## src/design/art_pkg.sv

```systemverilog
// ----------------------------------------------------------------------------
// art_pkg
// Shared types and constants of the ack retransmit tracker.
// ----------------------------------------------------------------------------
package art_pkg;

  localparam int TABLE_DEPTH = 16;
  localparam int IDX_W       = $clog2(TABLE_DEPTH);
  localparam int CNT_W       = IDX_W + 1;

  localparam logic [1:0] OP_SEND = 2'd0;
  localparam logic [1:0] OP_ACK  = 2'd1;
  localparam logic [1:0] OP_TICK = 2'd2;

  localparam logic [2:0] K_IGNORED     = 3'd0;
  localparam logic [2:0] K_NEW         = 3'd1;
  localparam logic [2:0] K_REARM       = 3'd2;
  localparam logic [2:0] K_GIVEUP      = 3'd3;
  localparam logic [2:0] K_FULL        = 3'd4;
  localparam logic [2:0] K_ACKED       = 3'd5;
  localparam logic [2:0] K_ACK_UNKNOWN = 3'd6;
  localparam logic [2:0] K_RESEND      = 3'd7;

  localparam logic CFG_MAX_ATTEMPTS = 1'b0;
  localparam logic CFG_RETRY_TICKS  = 1'b1;

  localparam logic [7:0]  MAX_ATTEMPTS_RST = 8'd3;
  localparam logic [15:0] RETRY_TICKS_RST  = 16'd2000;

  typedef struct packed {
    logic [1:0]  op;
    logic [31:0] pkg_id;
    logic        no_ack;
  } art_in_t;

  typedef struct packed {
    logic [2:0]  kind;
    logic [31:0] result_id;
    logic        last;
  } art_out_t;

  typedef struct packed {
    logic [31:0] id;
    logic [7:0]  attempts;
    logic [15:0] countdown;
  } art_entry_t;

endpackage

```

## src/design/ack_retransmit_tracker.sv

```systemverilog
// ----------------------------------------------------------------------------
// ack_retransmit_tracker
// Table of packet ids waiting for an ack, with retry timers and retry limit.
// ----------------------------------------------------------------------------
// Input channel (in_valid/in_stall/in_data) carries send requests, acks and
// time ticks; the result channel (out_valid/out_stall/out_data) returns one
// result per send, ack or unused op and one resend result per expiring timer
// on a tick, the final result of an item flagged with last.
// The table lives in a one-port-read, one-port-write memory of TABLE_DEPTH
// entries; valid and timer-running flags sit in flip-flops. Every ack, tick
// and send that wants an ack walks all slots, one per cycle, through the
// memory read port before its (final) result leaves and the next item is
// taken; an item with no table work (ignored send, unused op) skips the walk
// and goes straight to its result. One item is in work at a time.
// A stalled receiver holds the output register; during a tick walk the walk
// freezes while a resend waits for room, other items wait in the final state.
// Reset (rst_n low, synchronous) empties the table, stops all timers and
// loads an attempt limit of 3 and a retry interval of 2000 ticks. No clearing
// pass. Configuration writes (cfg_we, cfg_idx, cfg_wdata) take effect at once.
// ----------------------------------------------------------------------------
module ack_retransmit_tracker (
  input  logic              clk,
  input  logic              rst_n,
  input  logic              in_valid,
  output logic              in_stall,
  input  art_pkg::art_in_t  in_data,
  output logic              out_valid,
  input  logic              out_stall,
  output art_pkg::art_out_t out_data,
  input  logic              cfg_we,
  input  logic              cfg_idx,
  input  logic [15:0]       cfg_wdata
);
  import art_pkg::*;

  typedef enum logic [4:0] {
    ST_IDLE   = 5'b00001,
    ST_SCAN   = 5'b00010,
    ST_TICK   = 5'b00100,
    ST_FINISH = 5'b01000,
    ST_EMIT   = 5'b10000
  } state_t;

  localparam logic [CNT_W-1:0] WALK_END = CNT_W'(TABLE_DEPTH);

  art_entry_t mem [TABLE_DEPTH];

  state_t                 state_r, state_nxt;
  logic [CNT_W-1:0]       addr_r, addr_nxt;
  logic                   chk_v_r, chk_v_nxt;
  logic [IDX_W-1:0]       chk_idx_r, chk_idx_nxt;
  art_entry_t             rd_q_r;
  logic [TABLE_DEPTH-1:0] valid_r, valid_nxt;
  logic [TABLE_DEPTH-1:0] run_r, run_nxt;
  logic [31:0]            key_r, key_nxt;
  logic                   is_ack_r, is_ack_nxt;
  logic                   match_v_r, match_v_nxt;
  logic [IDX_W-1:0]       match_idx_r, match_idx_nxt;
  logic [7:0]             match_att_r, match_att_nxt;
  logic                   hold_v_r, hold_v_nxt;
  logic [31:0]            hold_id_r, hold_id_nxt;
  logic [2:0]             res_kind_r, res_kind_nxt;
  logic [31:0]            res_id_r, res_id_nxt;
  logic                   out_valid_r, out_valid_nxt;
  art_out_t               out_data_r, out_data_nxt;
  logic [7:0]             max_att_r;
  logic [15:0]            retry_r;

  logic             out_ok;
  logic             expire;
  logic             pipe_stall;
  logic [IDX_W-1:0] rd_addr;
  logic             we;
  logic [IDX_W-1:0] wr_addr;
  art_entry_t       wr_data;
  logic             free_v;
  logic [IDX_W-1:0] free_idx;
  logic             walk_done;

  assign in_stall  = (state_r != ST_IDLE);
  assign out_valid = out_valid_r;
  assign out_data  = out_data_r;

  assign out_ok     = !out_valid_r || !out_stall;
  assign expire     = run_r[chk_idx_r] && (rd_q_r.countdown <= 16'd1);
  assign pipe_stall = (state_r == ST_TICK) && chk_v_r && expire && hold_v_r && !out_ok;
  assign rd_addr    = pipe_stall ? chk_idx_r : addr_r[IDX_W-1:0];
  assign walk_done  = (addr_r == WALK_END) && !chk_v_r;

  // lowest free slot
  always_comb begin
    free_v   = 1'b0;
    free_idx = '0;
    for (int i = TABLE_DEPTH - 1; i >= 0; i--) begin
      if (!valid_r[i]) begin
        free_v   = 1'b1;
        free_idx = IDX_W'(i);
      end
    end
  end

  always_comb begin
    state_nxt     = state_r;
    addr_nxt      = addr_r;
    chk_v_nxt     = chk_v_r;
    chk_idx_nxt   = chk_idx_r;
    valid_nxt     = valid_r;
    run_nxt       = run_r;
    key_nxt       = key_r;
    is_ack_nxt    = is_ack_r;
    match_v_nxt   = match_v_r;
    match_idx_nxt = match_idx_r;
    match_att_nxt = match_att_r;
    hold_v_nxt    = hold_v_r;
    hold_id_nxt   = hold_id_r;
    res_kind_nxt  = res_kind_r;
    res_id_nxt    = res_id_r;
    out_valid_nxt = out_valid_r && out_stall;
    out_data_nxt  = out_data_r;
    we            = 1'b0;
    wr_addr       = chk_idx_r;
    wr_data       = rd_q_r;

    case (state_r)
      ST_IDLE: begin
        if (in_valid) begin
          key_nxt     = in_data.pkg_id;
          is_ack_nxt  = (in_data.op == OP_ACK);
          match_v_nxt = 1'b0;
          hold_v_nxt  = 1'b0;
          addr_nxt    = '0;
          chk_v_nxt   = 1'b0;
          if (in_data.op == OP_TICK) begin
            state_nxt = ST_TICK;
          end else if ((in_data.op == OP_SEND && !in_data.no_ack) ||
                       in_data.op == OP_ACK) begin
            state_nxt = ST_SCAN;
          end else begin
            res_kind_nxt = K_IGNORED;
            res_id_nxt   = in_data.pkg_id;
            state_nxt    = ST_EMIT;
          end
        end
      end

      ST_SCAN: begin
        chk_v_nxt   = (addr_r != WALK_END);
        chk_idx_nxt = addr_r[IDX_W-1:0];
        if (addr_r != WALK_END) begin
          addr_nxt = addr_r + 1'b1;
        end
        if (chk_v_r && valid_r[chk_idx_r] && rd_q_r.id == key_r) begin
          match_v_nxt   = 1'b1;
          match_idx_nxt = chk_idx_r;
          match_att_nxt = rd_q_r.attempts;
        end
        if (walk_done) begin
          res_id_nxt = key_r;
          state_nxt  = ST_EMIT;
          if (is_ack_r) begin
            if (match_v_r) begin
              valid_nxt[match_idx_r] = 1'b0;
              run_nxt[match_idx_r]   = 1'b0;
              res_kind_nxt           = K_ACKED;
            end else begin
              res_kind_nxt = K_ACK_UNKNOWN;
            end
          end else if (match_v_r) begin
            if (match_att_r < max_att_r) begin
              we                   = 1'b1;
              wr_addr              = match_idx_r;
              wr_data              = '{id: key_r, attempts: match_att_r + 8'd1,
                                       countdown: retry_r};
              run_nxt[match_idx_r] = 1'b1;
              res_kind_nxt         = K_REARM;
            end else begin
              valid_nxt[match_idx_r] = 1'b0;
              run_nxt[match_idx_r]   = 1'b0;
              res_kind_nxt           = K_GIVEUP;
            end
          end else if (free_v) begin
            we                  = 1'b1;
            wr_addr             = free_idx;
            wr_data             = '{id: key_r, attempts: 8'd1, countdown: retry_r};
            valid_nxt[free_idx] = 1'b1;
            run_nxt[free_idx]   = 1'b1;
            res_kind_nxt        = K_NEW;
          end else begin
            res_kind_nxt = K_FULL;
          end
        end
      end

      ST_TICK: begin
        if (!pipe_stall) begin
          chk_v_nxt   = (addr_r != WALK_END);
          chk_idx_nxt = addr_r[IDX_W-1:0];
          if (addr_r != WALK_END) begin
            addr_nxt = addr_r + 1'b1;
          end
          if (chk_v_r && run_r[chk_idx_r]) begin
            if (expire) begin
              // stop the timer; hold the id until we know whether it is the last
              run_nxt[chk_idx_r] = 1'b0;
              if (hold_v_r) begin
                out_valid_nxt = 1'b1;
                out_data_nxt  = '{kind: K_RESEND, result_id: hold_id_r, last: 1'b0};
              end
              hold_v_nxt  = 1'b1;
              hold_id_nxt = rd_q_r.id;
            end else begin
              we                = 1'b1;
              wr_data.countdown = rd_q_r.countdown - 16'd1;
            end
          end
          if (walk_done) begin
            state_nxt = ST_FINISH;
          end
        end
      end

      ST_FINISH: begin
        if (!hold_v_r) begin
          state_nxt = ST_IDLE;
        end else if (out_ok) begin
          out_valid_nxt = 1'b1;
          out_data_nxt  = '{kind: K_RESEND, result_id: hold_id_r, last: 1'b1};
          hold_v_nxt    = 1'b0;
          state_nxt     = ST_IDLE;
        end
      end

      ST_EMIT: begin
        if (out_ok) begin
          out_valid_nxt = 1'b1;
          out_data_nxt  = '{kind: res_kind_r, result_id: res_id_r, last: 1'b1};
          state_nxt     = ST_IDLE;
        end
      end

      default: begin
        state_nxt = ST_IDLE;
      end
    endcase
  end

  // slot memory: one registered read, one write per cycle
  always_ff @(posedge clk) begin
    rd_q_r <= mem[rd_addr];
    if (we) begin
      mem[wr_addr] <= wr_data;
    end
  end

  always_ff @(posedge clk) begin
    if (!rst_n) begin
      state_r     <= ST_IDLE;
      chk_v_r     <= 1'b0;
      valid_r     <= '0;
      run_r       <= '0;
      hold_v_r    <= 1'b0;
      match_v_r   <= 1'b0;
      out_valid_r <= 1'b0;
      max_att_r   <= MAX_ATTEMPTS_RST;
      retry_r     <= RETRY_TICKS_RST;
    end else begin
      state_r     <= state_nxt;
      chk_v_r     <= chk_v_nxt;
      valid_r     <= valid_nxt;
      run_r       <= run_nxt;
      hold_v_r    <= hold_v_nxt;
      match_v_r   <= match_v_nxt;
      out_valid_r <= out_valid_nxt;
      if (cfg_we) begin
        if (cfg_idx == CFG_MAX_ATTEMPTS) begin
          max_att_r <= cfg_wdata[7:0];
        end else begin
          retry_r <= cfg_wdata;
        end
      end
    end
  end

  always_ff @(posedge clk) begin
    addr_r      <= addr_nxt;
    chk_idx_r   <= chk_idx_nxt;
    key_r       <= key_nxt;
    is_ack_r    <= is_ack_nxt;
    match_idx_r <= match_idx_nxt;
    match_att_r <= match_att_nxt;
    hold_id_r   <= hold_id_nxt;
    res_kind_r  <= res_kind_nxt;
    res_id_r    <= res_id_nxt;
    out_data_r  <= out_data_nxt;
  end

endmodule

```

## config.mk

```make
export PLATFORM = sky130hd
export DESIGN_NAME = ack_retransmit_tracker
export DESIGN_NICKNAME = d
export VERILOG_FILES = /design/src/design/art_pkg.sv /design/src/design/ack_retransmit_tracker.sv
export SDC_FILE = /design/constraint.sdc
export NUM_CORES = 2
export LEC_CHECK = 0
export ABC_AREA = 1
export ABC_CLOCK_PERIOD_IN_PS = 10200
export BUFFER_PORTS_ARGS = -buffer_cell sky130_fd_sc_hd__buf_2
export CORE_MARGIN = 2
export CORE_UTILIZATION = 50
export CTS_BUF_LIST = sky130_fd_sc_hd__clkbuf_16
export CTS_CLUSTER_SIZE = 30
export DETAILED_ROUTE_END_ITERATION = 10
export PLACE_DENSITY = 0.74
export SLEW_MARGIN = 5
export SYNTH_ARGS = -nofsm -noshare
export SYNTH_HDL_FRONTEND = slang
export SYNTH_SLANG_ARGS = --single-unit
```

## constraint.sdc

```tcl
create_clock -name clk -period 10.2 [get_ports clk]
set_input_delay 1.02 -clock clk [delete_from_list [all_inputs] [get_ports clk]]
set_output_delay 1.02 -clock clk [all_outputs]
set_load 0.02 [all_outputs]
```

# Word-level counts from Yosys, hierarchy flattened
# Memory sizes are Yosys's and may differ from the RTL's. A register that Yosys moved wholly into a read port is not among the register bits.
# Index checks and enable logic that the tools add are counted.
# word_totals
regBits,222
latchBits,0
ramBits,896
rom_bits,0
out_inout_bits,38
elab_cells,252
memories,1
# mem_list
name,words,word_bits,rd,rd_clocked_by_memory_dff,write_ports,line_no,text
mem,16,56,1,1,1,ack_retransmit_tracker.sv:46,art_entry_t mem [TABLE_DEPTH];
# classes
add_sub_neg,3
n_mul,0
n_div,0
magnitude_cmp,8
n_eq_ne,28
shifts,0
mux,140
bitwise_logic,10
n_reduce_logical,41
# op_table
cell,n
2-to-1 mux 56 bit,5
2-to-1 mux 16 bit,17
2-to-1 mux 36 bit,7
2-to-1 mux 32 bit,4
one-hot mux 36 bit (3 select lines),1
2-to-1 mux 4 bit,23
one-hot mux 16 bit (2 select lines),2
one-hot mux 32 bit (2 select lines),1
2-to-1 mux 5 bit,11
AND 16 bit,3
OR 16 bit,3
2-to-1 mux 1 bit,46
2-to-1 mux 40 bit,1
== test 32 bit,1
NOT 16 bit,2
one-hot mux 5 bit (5 select lines),1
inequality test 2 bit (second input constant),12
2-to-1 mux 3 bit,7
less-or-equal comparator 16 x 1 -> 1 bit (second input constant),1
subtractor 16 x 1 -> 16 bit (second input constant),1
< comparator 4 x 5 -> 1 bit (second input constant),3
one-hot mux 5 bit (3 select lines),1
AND reduction 5 bit,3
logical AND 1 bit,14
other kinds (33),60

# Depth between registers and ports, before layout
# depth
ltp_word,26
ltp_mapped,22
mapped_depth_nobuf,22

# Least setup slack after synthesis
# Ideal clock, no wire load.
# synth_path
kind,input to register
start,in out_stall
end,"reg out_data_r (netlist bit out_data[0]), enable pin"
setup_time_ns,0.623
t_arrival_ns,7.165
setup_slack_ns,2.412
path_stages,5
path_buffers,0
cell_sequence,nand2_1 nor2_1 o21ai_0 inv_1 a2111oi_0
# synth_via
elab_chain_len,6
elab_cells_between_ends,8
cone_classes,eq/ne (3); reduce/logical (5)
# synth_rtl
item,line_no,text
start: declaration,ack_retransmit_tracker.sv:28,"input logic out_stall,"
zero test 1 bit (*),ack_retransmit_tracker.sv:84,assign out_ok = !out_valid_r || !out_stall;
logical OR 1 bit (*),ack_retransmit_tracker.sv:84,
zero test 1 bit,ack_retransmit_tracker.sv:86,assign pipe_stall = (state_r == ST_TICK) && chk_v_r && expire && hold_v_r && !out_ok;
logical AND 1 bit,ack_retransmit_tracker.sv:86,
inequality test 2 bit (no line),n/a,
AND reduction 8 bit (no line) (*),n/a,
end signal: assignment,ack_retransmit_tracker.sv:294,out_data_r <= out_data_nxt;
end: declaration,ack_retransmit_tracker.sv:65,"art_out_t out_data_r, out_data_nxt;"
# Every way passes the cells marked *; elsewhere a longest branch is shown, timed or not.
# A chain may end at the register's enable or synchronous reset.

# Worst setup path after layout
# layout_path
start,reg addr_r[0]
end,"mem mem[4][14] (netlist bit), enable pin"
# layout_via
elab_chain_len,6
elab_cells_between_ends,8
cone_classes,eq/ne (1); mux (6); reduce/logical (1)
# layout_rtl
item,line_no,text
start: declaration,ack_retransmit_tracker.sv:49,"logic [CNT_W-1:0] addr_r, addr_nxt;"
start signal: assignment,ack_retransmit_tracker.sv:285,addr_r <= addr_nxt;
== test 5 bit (*),ack_retransmit_tracker.sv:88,assign walk_done = (addr_r == WALK_END) && !chk_v_r;
logical AND 1 bit (*),ack_retransmit_tracker.sv:88,
2-to-1 mux 1 bit,ack_retransmit_tracker.sv:157,if (walk_done) begin
one-hot mux 1 bit (2 select lines),ack_retransmit_tracker.sv:124,case (state_r)
2-to-1 mux 1 bit,ack_retransmit_tracker.sv:250,if (we) begin
2-to-1 mux 1 bit (not written as such),ack_retransmit_tracker.sv:251,mem[wr_addr] <= wr_data;
end: declaration,ack_retransmit_tracker.sv:46,
# Marks and branches as above.

==> flow_metrics.env <==
export IMPL_wl_um=134700
export IMPL_worstPathMaxFanout=43
export IMPL_critical_path_startpoint_type="register"
export IMPL_relSlewSlack_pct=10.02
export IMPL_synthArstFlopShare_pct=0
export IMPL_startpoint="addr_r[0]"
export IMPL_fill_cells=8475
export IMPL_worst_slew_pin_slew_ps=1344
export IMPL_power_density_nw_per_um2=260.3
export IMPL_grtUsageTotal_pct=25.00
export IMPL_ctsResizeCount=0
export IMPL_final_instance_count_excl_fill=6819
export IMPL_fin_tns_setup_ps=0
export IMPL_max_cap_violations=0
export IMPL_dr_pass1_iters=7
export IMPL_place_congestion=0.9653
export IMPL_routed_via_density=5.413
export IMPL_cts_sinks=1174
export IMPL_die_area_um2=106800
export IMPL_cts_root_buf="clkbuf_16"
export IMPL_ant_nets=0
export IMPL_fin_crit_ps=6045
export IMPL_setup_violations_final=0
export IMPL_finalClockSkew_ps=42.55
export IMPL_final_common_cell="nand2_1"
export IMPL_drt_iter0_drc=4494
export IMPL_wl_per_cell_um=19.76
export IMPL_ctsHoldBuffers=0
export IMPL_cts_path_max_buffers=3
export IMPL_grt_pass1_wl_um=206500
export IMPL_placed_cells=6610
export IMPL_netlist_instances=5286
export IMPL_ys_flop_type="edfxtp_1"
export IMPL_drcViolationCount=0
export IMPL_cts_tree="done"
export IMPL_area_delta_synth_final_pct=10.72
export IMPL_synth_nets=5357
export IMPL_initial_utilization_pct=50.34
export IMPL_layout_drive_gt1_share_pct=7.207
export IMPL_fmax_mhz=165.4
export IMPL_layout_setup_ws_ps=4155
export IMPL_vias=36910
export IMPL_postCtsSetupBuffers=0
export IMPL_die_h_um=326.8
export IMPL_status="completed"
export IMPL_synth_area_um2=52100
export IMPL_hpwl_um=76110
export IMPL_min_period_over_period_pct=59.26
export IMPL_maxSlewViolCount=0
export IMPL_hp_start="rd_q_r[53]"
export IMPL_cts_buffers=110
export IMPL_cts_max_level=3
export IMPL_final_hold_violation_count=0
export IMPL_nNetsFinal=5413
export IMPL_num_antenna_cells=0
export IMPL_synth_edf_count=1053
export IMPL_row_count=118
export IMPL_ir_drop_uv=256.0
export IMPL_critPathRequiredTime_ps=10510
export IMPL_cts_clk_slew_worst_paths_ps=70
export IMPL_coreArea_um2=103500
export IMPL_yosysUniqueCellTypes=51
export IMPL_hold_class="register to register"
export IMPL_final_cell_mix="1297 x nand2_1, 1081 x inv_1, 1053 x edfxtp_1, 853 x nand3_1, 183 x o21ai_0"
export IMPL_total_leakage_power_uw=0.02453
export IMPL_overflow=0
export IMPL_endpoint_kind="register"
export IMPL_ios=95
export IMPL_io_buffers=94
export IMPL_preCtsSetupSlack_ps=4325
export IMPL_synth_seq_cells=1174
export IMPL_r2r_start="addr_r[0]"
export IMPL_rsz0062_at_grt="false"
export IMPL_holdWs_ps=467.4
export IMPL_synth_yosys_seq_area_share_pct=65.34
export IMPL_grt_pass1_vias=35110
export IMPL_ys_warnings_count=0
export IMPL_antenna_found_initial=0
export IMPL_criticalPathCategory="register to register"
export IMPL_arrival_ps=6350
export IMPL_die_w_um=326.8
export IMPL_clk_latency_ps=700
export IMPL_syn_avg_cell_area_um2=9.856
export IMPL_fin_util_pct=55.73
export IMPL_grt_max_degree=173
## report_power, final
group          switching (uW)  internal (uW)  total, uW  leakage, uW
combinational            3310           1180       4490       0.0122
sequential                269           6130       6400       0.0105
clock                    1780           2340       4120      0.00187
total                    5360           9650      15000       0.0245
## layout make-up
class	instances	area, um2	share of cell area (%)
clock buffers	110	2753	4.772
clock inverters	99	888.4	1.540
inverters	1064	3996	6.928
multi-input cells	2807	13080	22.68
flip-flops and latches	1174	34040	59.02
well taps	1380	1727	2.993
repair buffers	185	1191	2.065
## worst paths after layout
kind                                 endpoint  slack [ps]  cells after the start
worst max register to register     mem[4][14]        4160                     17
worst min-delay path            hold_id_r[29]         470                      0
worst max-delay path               mem[4][14]        4160                     17
worst min register to register  hold_id_r[29]         470                      0
## sequential cells by signal (all words and copies together), names as in the netlist, 3 cells and up, named ones only
signal	flops
mem	896
rd_q_r	56
out_data	36
hold_id_r	32
key_r	32
res_id_r	32
retry_r	16
valid_r	16
match_att_r	8
max_att_r	8
addr_r	5
state_r	5
chk_idx_r	4
match_idx_r	4
res_kind_r	3
## cells in the mapped netlist (5+ instances only)
| library cell | number | area (um2) |
|---|---|---|
| a211oi_1 | 14 | 105.1 |
| a21oi_1 | 81 | 405.4 |
| a22oi_1 | 6 | 45.04 |
| buf_1 | 20 | 75.07 |
| buf_2 | 101 | 505.5 |
| buf_4 | 30 | 225.2 |
| clkbuf_1 | 85 | 319.1 |
| dfxtp_1 | 121 | 2422 |
| edfxtp_1 | 1053 | 31620 |
| ha_1 | 14 | 175.2 |
| inv_1 | 1058 | 3971 |
| nand2_1 | 1297 | 4868 |
| nand3_1 | 853 | 4269 |
| nand3b_1 | 36 | 270.3 |
| nand4_1 | 22 | 137.6 |
| nor2_1 | 145 | 544.3 |
| nor3_1 | 32 | 160.2 |
| nor4_1 | 5 | 31.28 |
| o2111ai_1 | 10 | 87.58 |
| o211ai_1 | 18 | 135.1 |
| o21a_1 | 12 | 90.09 |
| o21ai_0 | 187 | 935.9 |
| o221ai_1 | 7 | 61.31 |
| o22ai_1 | 8 | 50.05 |
| or2_2 | 5 | 31.28 |
| xor2_1 | 15 | 131.4 |
## worst max-delay path, cell delays in order, from the launching register on
cell and delay (ps):
edfxtp_1 470, inv_1 160, ha_1 160, nand2_1 60, nor3_2 240, inv_1 130, nor2_1 140, inv_1 100
nor2_1 150, inv_1 70, nor2_1 170, inv_1 110, nor2_4 760, nor2_1 100, a221oi_1 780, nand2_1 450
nor2_4 780, buf_4 740
## metrics by stage
stage / instance area, um2 / power (uW)
after global placement: 54040 / 10760
after detailed placement: 54040 / 10870
after global routing: 57680 / 15670
after floorplan: 52100 / 9318
after CTS: 57680 / 14960
final: 57680 / 15010
## per-layer routing
metal / vias to the layer above / part of all wire [%] / routed length [um] / track usage, %
met2: 1925 / 47 / 62660 / 39.93
li1: 17330 / - / - / -
met4: 0 / 3.3 / 4425 / 9.444
met3: 281 / 9.8 / 13160 / 3.692
met1: 17380 / 40 / 54460 / 34.83
met5: - / 0 / 0 / 0
## logic make-up (layout without fill, tap and decap cells)
group | count (synthesis) | count (layout) | share of synthesized area, %
simple gates | 2414 | 2414 | 20.11
buf+inv | 1305 | 1458 | 9.940
flops | 1174 | 1174 | 65.34
fa+ha+maj | 14 | 14 | 0.3362
compound gates | 360 | 360 | 3.946
xor+xnor | 19 | 19 | 0.3194
(Power assumes the default switching activity.)
